`config.mk`:
```
export PLATFORM = sky130hd
export DESIGN_NAME = msb_first_bit_packer_unit
export DESIGN_NICKNAME = d
export VERILOG_FILES = /design/src/sv/mfbp_pkg.sv /design/src/sv/msb_first_bit_packer_unit.sv /design/src/sv/mfbp_ctrl.sv /design/src/sv/mfbp_dp.sv
export SDC_FILE = /design/constraint.sdc
export NUM_CORES = 1
export LEC_CHECK = 0
export BUFFER_PORTS_ARGS = -buffer_cell sky130_fd_sc_hd__buf_2
export CAP_MARGIN = 15
export CORE_ASPECT_RATIO = 0.6
export CORE_MARGIN = 3
export CORE_UTILIZATION = 55
export CTS_BUF_LIST = sky130_fd_sc_hd__clkbuf_8
export CTS_CLUSTER_DIAMETER = 30
export DETAILED_ROUTE_END_ITERATION = 6
export MAX_ROUTING_LAYER = met4
export PLACE_DENSITY = 0.76
export SETUP_SLACK_MARGIN = 0.2
export SYNTH_ARGS = -nofsm -noshare
export SYNTH_HDL_FRONTEND = slang
export SYNTH_SLANG_ARGS = --single-unit
```
`constraint.sdc`:
```
create_clock -name clk -period 9.99 [get_ports clk]
set_input_delay 0.4995 -clock clk [delete_from_list [all_inputs] [get_ports clk]]
set_output_delay 0.4995 -clock clk [all_outputs]
set_load 0.005 [all_outputs]
```
`src/sv/mfbp_pkg.sv`:
```
// Shared types and constants for the MSB-first bit packer.
// Used by mfbp_ctrl, mfbp_dp and msb_first_bit_packer_unit; no dependencies.
`timescale 1ns / 1ps

package mfbp_pkg;

  localparam int unsigned BYTE_W  = 8;
  localparam int unsigned VALUE_W = 64;
  localparam int unsigned WIDTH_W = 7;   // packing width register and bit counter
  localparam int unsigned FREE_W  = 4;   // free bit count, 1 to 8

  localparam logic [WIDTH_W-1:0] WIDTH_RESET = 7'd8;
  localparam logic [WIDTH_W-1:0] WIDTH_MAX   = 7'd64;
  localparam logic [FREE_W-1:0]  FREE_FULL   = 4'd8;

  // Commands from the controller to the datapath
  typedef struct packed {
    logic load;   // capture a request and align its value
    logic step;   // move up to one byte of bits
  } cmd_t;

  // Status from the datapath to the controller
  typedef struct packed {
    logic final_step;  // the current step finishes the request
    logic out_free;    // output register can take a byte this cycle
    logic empty;       // no pending bits in the partial byte
  } sts_t;

endpackage

```
`src/sv/msb_first_bit_packer_unit.sv`:
```
// MSB-first bit packer: streams values, each cut to the packing width,
// into contiguous bytes filled from bit 7 down.
// Channels: in_* takes one 64-bit value per request (in_tlast ends a list);
// out_* gives one packed byte per transfer (out_tlast on a list's final byte).
// cfg_wr_en/cfg_wr_data set the packing width (0 acts as 1, above 64 acts
// as 64); write it only while no request is in flight.
// Flow: a request is taken while the block is idle; then the datapath moves
// at most one byte per cycle through the single output register while the
// receiver takes them, one step for each output byte the request touches,
// and the input stays busy until the final step. A byte enters the output
// register at the step that completes it; the first step follows the load.
// Each step waits while the output register holds a byte not yet taken.
// When the receiver stalls, the held byte stays in the output register and
// packing pauses; the next request may be taken while the final byte of the
// previous one still waits.
// Reset (rst_n low, synchronous) empties the partial byte, sets the packing
// width to 8 and drops out_tvalid.
`timescale 1ns / 1ps

module msb_first_bit_packer_unit (
  input  logic       clk,
  input  logic       rst_n,
  input  logic       cfg_wr_en,
  input  logic [6:0] cfg_wr_data,   // pack_width
  input  logic       in_tvalid,
  output logic       in_tready,
  input  logic [63:0] in_tdata,     // [63:0] value
  input  logic       in_tlast,      // last
  output logic       out_tvalid,
  input  logic       out_tready,
  output logic [7:0] out_tdata,     // [7:0] out_byte
  output logic       out_tlast      // last_byte
);
  import mfbp_pkg::*;

  cmd_t cmd;
  sts_t sts;

  mfbp_ctrl u_ctrl (
    .clk       (clk),
    .rst_n     (rst_n),
    .req_valid (in_tvalid),
    .req_ready (in_tready),
    .sts       (sts),
    .cmd       (cmd)
  );

  mfbp_dp u_dp (
    .clk         (clk),
    .rst_n       (rst_n),
    .cmd         (cmd),
    .sts         (sts),
    .cfg_wr_en   (cfg_wr_en),
    .cfg_wr_data (cfg_wr_data),
    .in_value    (in_tdata),
    .in_last     (in_tlast),
    .out_byte    (out_tdata),
    .out_last    (out_tlast),
    .out_valid   (out_tvalid),
    .out_ready   (out_tready)
  );

  // A taken request leaves the input busy in the next cycle
  a_busy_after_req: assert property (@(posedge clk) disable iff (!rst_n)
    in_tvalid && in_tready |=> !in_tready)
    else $error("input ready right after a request was taken");

  // Load and step never issue together
  a_cmd_excl: assert property (@(posedge clk) disable iff (!rst_n)
    $onehot0({cmd.load, cmd.step}))
    else $error("load and step issued in the same cycle");

  // While a list's final byte waits and the block is idle, nothing is pending
  a_flush_clean: assert property (@(posedge clk) disable iff (!rst_n)
    out_tvalid && out_tlast && in_tready |-> sts.empty)
    else $error("partial byte not cleared after a list ended");

endmodule

```
`src/sv/mfbp_ctrl.sv`:
```
// Controller of the MSB-first bit packer: idle/run state machine.
// Depends on mfbp_pkg for the command and status structs.
`timescale 1ns / 1ps

module mfbp_ctrl (
  input  logic           clk,
  input  logic           rst_n,
  input  logic           req_valid,
  output logic           req_ready,
  input  mfbp_pkg::sts_t sts,
  output mfbp_pkg::cmd_t cmd
);
  import mfbp_pkg::*;

  localparam logic ST_IDLE = 1'b0;
  localparam logic ST_RUN  = 1'b1;

  logic state_r;
  logic state_nxt;

  // Take a request when idle, then step once per free output slot
  always_comb begin
    state_nxt = state_r;
    cmd       = '0;
    req_ready = 1'b0;
    case (state_r)
      ST_IDLE: begin
        req_ready = 1'b1;
        if (req_valid) begin
          cmd.load  = 1'b1;
          state_nxt = ST_RUN;
        end
      end
      ST_RUN: begin
        if (sts.out_free) begin
          cmd.step = 1'b1;
          if (sts.final_step) begin
            state_nxt = ST_IDLE;
          end
        end
      end
      default: begin
        state_nxt = ST_IDLE;
      end
    endcase
  end

  always_ff @(posedge clk) begin
    if (!rst_n) begin
      state_r <= ST_IDLE;
    end else begin
      state_r <= state_nxt;
    end
  end

endmodule

```
`src/sv/mfbp_dp.sv`:
```
// Datapath of the MSB-first bit packer: width register, aligned value,
// partial byte, free bit count and output register. Depends on mfbp_pkg.
`timescale 1ns / 1ps

module mfbp_dp (
  input  logic                          clk,
  input  logic                          rst_n,
  input  mfbp_pkg::cmd_t                cmd,
  output mfbp_pkg::sts_t                sts,
  input  logic                          cfg_wr_en,
  input  logic [mfbp_pkg::WIDTH_W-1:0]  cfg_wr_data,
  input  logic [mfbp_pkg::VALUE_W-1:0]  in_value,
  input  logic                          in_last,
  output logic [mfbp_pkg::BYTE_W-1:0]   out_byte,
  output logic                          out_last,
  output logic                          out_valid,
  input  logic                          out_ready
);
  import mfbp_pkg::*;

  logic [WIDTH_W-1:0] width_r;
  logic [WIDTH_W-1:0] eff_width;
  logic [5:0]         align_sh;

  logic [VALUE_W-1:0] val_r,     val_nxt;
  logic [WIDTH_W-1:0] bits_r,    bits_nxt;
  logic               last_r,    last_nxt;
  logic [BYTE_W-1:0]  partial_r, partial_nxt;
  logic [FREE_W-1:0]  free_r,    free_nxt;
  logic [BYTE_W-1:0]  obyte_r,   obyte_nxt;
  logic               olast_r,   olast_nxt;
  logic               ovalid_r,  ovalid_nxt;

  logic [WIDTH_W-1:0] free_ext;
  logic [2:0]         top_sh;
  logic [BYTE_W-1:0]  merged;
  logic               full_byte;

  // Clamp the configured width to 1..64
  always_comb begin
    if (width_r == '0) begin
      eff_width = 7'd1;
    end else if (width_r > WIDTH_MAX) begin
      eff_width = WIDTH_MAX;
    end else begin
      eff_width = width_r;
    end
  end

  // Left-align the value so its top packed bit sits at bit 63
  assign align_sh = 6'(WIDTH_MAX - eff_width);

  // Merge the top bits of the aligned value into the free positions
  assign free_ext  = {3'b000, free_r};
  assign top_sh    = 3'(FREE_FULL - free_r);
  assign merged    = partial_r | (val_r[VALUE_W-1 -: BYTE_W] >> top_sh);
  assign full_byte = (bits_r >= free_ext);

  assign sts.final_step = (bits_r <= free_ext);
  assign sts.out_free   = !ovalid_r || out_ready;
  assign sts.empty      = (free_r == FREE_FULL) && (partial_r == '0);

  always_comb begin
    val_nxt     = val_r;
    bits_nxt    = bits_r;
    last_nxt    = last_r;
    partial_nxt = partial_r;
    free_nxt    = free_r;
    obyte_nxt   = obyte_r;
    olast_nxt   = olast_r;
    ovalid_nxt  = ovalid_r && !out_ready;

    if (cmd.load) begin
      // Capture the request; high bits beyond the width drop off the top
      val_nxt  = in_value << align_sh;
      bits_nxt = eff_width;
      last_nxt = in_last;
    end else if (cmd.step) begin
      if (full_byte) begin
        // Complete a byte and emit it
        obyte_nxt   = merged;
        olast_nxt   = last_r && (bits_r == free_ext);
        ovalid_nxt  = 1'b1;
        val_nxt     = val_r << free_r;
        bits_nxt    = bits_r - free_ext;
        partial_nxt = '0;
        free_nxt    = FREE_FULL;
      end else begin
        // Absorb the remaining bits; flush on the final request of a list
        partial_nxt = merged;
        free_nxt    = free_r - bits_r[FREE_W-1:0];
        bits_nxt    = '0;
        if (last_r) begin
          obyte_nxt   = merged;
          olast_nxt   = 1'b1;
          ovalid_nxt  = 1'b1;
          partial_nxt = '0;
          free_nxt    = FREE_FULL;
        end
      end
    end
  end

  // Control and packing state
  always_ff @(posedge clk) begin
    if (!rst_n) begin
      width_r   <= WIDTH_RESET;
      partial_r <= '0;
      free_r    <= FREE_FULL;
      ovalid_r  <= 1'b0;
    end else begin
      if (cfg_wr_en) begin
        width_r <= cfg_wr_data;
      end
      partial_r <= partial_nxt;
      free_r    <= free_nxt;
      ovalid_r  <= ovalid_nxt;
    end
  end

  // Payload registers
  always_ff @(posedge clk) begin
    val_r   <= val_nxt;
    bits_r  <= bits_nxt;
    last_r  <= last_nxt;
    obyte_r <= obyte_nxt;
    olast_r <= olast_nxt;
  end

  assign out_byte  = obyte_r;
  assign out_last  = olast_r;
  assign out_valid = ovalid_r;

endmodule

```
==> summary.md <==
| Metric | Value |
|---|---|
| Placeable Area | 19500 um^2 |
| Number of setup buffers added after CTS | 0 |
| Final hold violations | 0 |
| Layout cells sized above 1 | 18.9% |
| Crit start category | flip-flop |
| Drt first pass iters | 6 |
| Sequential share of the synthesized area | 25.5% |
| Global route overflow | 0 |
| Drt total wl | 39800 um |
| CP bufs+invs | 1 |
| Post_cts resized | 0 |
| Area grow syn2layout | 6.23% |
| Main synth FF type | edfxtp_1 |
| Slew Limit Fails | 0 |
| Fin crit share | 45.0% |
| Detailed-route wire length per cell | 26.3 um |
| Worst relative slew slack | 32.8% |
| Placed cell area | 11700 um^2 |
| Post-DP HPWL | 30400 um |
| Final Instance Area | 11900 um^2 |
| DR vias | 10834 |
| Clock transition at the registers of the reported paths | 0.11 ns |
| Initial core utilization | 57.4% |
| CP Max Fanout | 65 |
| VDD IR max | 0.181 mV |
| Met2 Resource Use GR | 46.0% |
| CTS HTree Levels | 3 |
| Die H | 117 um |
| PwrDens | 224 nW/um^2 |
| Worst min path class | in2reg |
| # IOs | 88 |
| Max Freq | 222 MHz |
| Worst path cell trace | nor3_1 -> a21oi_4 -> ha_2 -> xor2_4 -> buf_4 -> mux2i_1 -> mux2i_1 -> mux2i_1 -> mux2i_1 -> a221oi_1 -> nand3_1 |
| Tmin final | 4.50 ns |
| Max-Cap Viols | 0 |
| Via/cell ratio | 7.15 |
| Crit. End Element | flip-flop |
| Critical path class | reg2reg |
| Cell count after synthesis | 1227 |
| Cts bufs inserted | 9 |
| Slowest CP cell | mux2i_1 |
| Unique cell type count in the Yosys netlist | 76 |
| EDFF count, synth | 81 |
| Post-Layout Cell Count | 1515 |
| M1 GR Usage | 55.1% |
| Cts hold-fix bufs | 0 |
| Post-Place Cells | 1498 |
| Wire length of the first global-routing pass | 59900 um |
| RD Place Congestion | 1.01 |
| Static Leak | 4.74 nW |
| Synth Warn # | 0 |
| #FFs+latches synth | 102 |
| Root buffer cell | clkbuf_8 |
| Hold slack | 0.284 ns |
| Die area | 22200 um^2 |
| Worst Max-Slew Pin Slew | 1.01 ns |
| DRT antenna net count | 0 |
| Outcome | complete, no violations |
| Clk_lat worst skew | 0.41 ns |
| CTS tree | yes |
| Initial DRC count | 1759 |
| Max stage delay on crit path | 0.77 ns |
| Total GRT Usage | 36.6% |
| Crit path max-delay family | multiplexers |
| IO buf count | 87 |
| CP required | 10.25 ns |
| Largest net degree at the start of global routing | 75 |
| GR peak layer | met1 |
| RSZ-0062 raised after global routing | false |
| Post-Syn Area per Cell | 9.13 um^2 |
| Final setup fails | 0 |
| Vias in the first global route | 9727 |
| Clock buffer depth | 2 |
| Final Util | 61.0% |
| Die width | 190 um |
| Mapped Area | 11200 um^2 |
| Synth Net Count | 1315 |
| # rows | 39 |
| Clk_skew | 0.0230 ns |
| Initial antenna violation count | 1 |
| WP data arrival | 4.76 ns |
| Fillers | 1715 |
| Synth async-reset ratio | 0% |
| DRC errors left | 0 |
| Post-Route Setup TNS | 0 ns |
| GR Layer Usage met3 | 12.8% |
| Nets | 1331 |
| Clock Sinks | 102 |
| Crit path top cell by count | mux2i_1 |
==> cells in the mapped netlist, drive strengths merged (7+ instances only) <==
master    n  area share [%]
mux2i   226              20
nand2   189             6.3
nor2     87             2.9
edfxtp   81              22
a21oi    68             3.0
buf      61             3.1
mux4     56              11
o21ai    53             2.4
clkbuf   44             1.5
o22ai    35             2.0
mux2     31             3.1
a211oi   29             2.1
dfxtp    21             3.8
nand3    18            0.80
nor2b    18             1.0
a221o    17             1.5
inv      16            0.54
nor3     16            0.71
a22oi    12            0.80
and2     10            0.56
o211ai   10            0.67
ha        9             1.0
o221ai    9            0.70
a221oi    7            0.60
==> power by group <==
| part | leakage (nW) | internal, W | total, W | switching (W) |
|---|---|---|---|---|
| Sequential | 0.989 | 0.000660 | 0.000798 | 0.000138 |
| Combinational | 3.65 | 0.000609 | 0.00158 | 0.000975 |
| Clock | 0.106 | 0.000120 | 0.000285 | 0.000165 |
| Total | 4.74 | 0.00139 | 0.00267 | 0.00128 |
==> worst reg2reg max path, stage by stage, from the launching register on <==
cell	delay, ns
dfxtp_1	0.69
nor3_1	0.17
a21oi_4	0.44
ha_2	0.41
xor2_4	0.15
buf_4	0.64
mux2i_1	0.24
mux2i_1	0.33
mux2i_1	0.16
mux2i_1	0.77
a221oi_1	0.23
nand3_1	0.15
==> path summary, 6_finish.rpt <==
check                                          to         startpoint  depth (start not counted)  slack (ns)
worst min-delay path                  u_dp.last_r           in_tlast                          1        0.28
worst max-delay path               u_dp.val_r[61]    u_dp.width_r[6]                         11        5.49
worst min register to register  u_dp.partial_r[6]  u_dp.partial_r[6]                          2        0.47
worst max register to register     u_dp.val_r[61]    u_dp.width_r[6]                         11        5.49
==> through the flow <==
step	power [W]	setup slack [ns]
floorplan	0.00184	2.57
global placement	0.00229	5.75
detailed placement	0.00230	5.64
CTS	0.00259	5.64
global route	0.00279	5.27
finish	0.00267	5.49
==> placed cells by master (no fill, tap or decap), types with 8 or more instances in the layout <==
master	netlist	routed
a22oi_1	12	12
o221ai_1	9	9
o211ai_1	10	10
nand3_1	18	18
o22ai_1	35	35
nor3_1	16	16
mux2i_1	226	226
nor2b_1	18	18
mux4_2	54	54
a21oi_1	68	67
edfxtp_1	81	81
buf_4	8	23
mux2_2	31	31
a221o_1	17	17
nor2_1	86	84
o21ai_0	51	50
a211oi_1	28	28
clkbuf_8	0	9
and2_1	9	9
nand2_1	189	189
inv_1	15	15
ha_1	9	8
buf_2	33	87
dfxtp_1	21	17
==> cell families after synthesis <==
| family | after synthesis | share of synthesized area [%] |
|---|---|---|
| AND/OR/NAND/NOR | 367 | 14.2 |
| adder cells (fa/ha/maj) | 11 | 1.36 |
| multiplexers | 313 | 34.6 |
| flip-flops | 102 | 25.5 |
| buffers and inverters | 123 | 5.23 |
| AO/OA/AOI/OAI | 301 | 18.3 |
| XOR/XNOR | 10 | 0.782 |
==> final cells by class <==
class,instances,area [um^2],share of cell area [%]
Inverter,18,67.6,0.568
Timing Repair Buffer,110,608,5.11
Sequential cell,102,2860,24.0
Multi-Input combinational cell,1002,7830,65.7
Clock inverter,7,81.3,0.683
Clock buffer,9,124,1.04
Tap cell,266,333,2.80
Antenna cell,1,2.50,0.0210
==> registers in the layout, summed over array words and instances, names as in the netlist <==
| register | count |
|---|---|
| u_dp.width_r | 7 |
| u_dp.out_byte | 8 |
| u_dp.bits_r | 7 |
| u_dp.out_last | 1 |
| u_dp.partial_r | 8 |
| u_dp.free_r | 4 |
| u_dp.last_r | 1 |
| u_dp.out_valid | 1 |
| u_dp.val_r | 64 |
| u_ctrl.state_r | 1 |
==> layer usage <==
layer  wire length, um  up-vias
met4               880        0
met3              6230       74
met2             15200      826
li1                  -     4740
met1             17500     5194
met5                 0        -
Power figures use the tool's default switching activity.
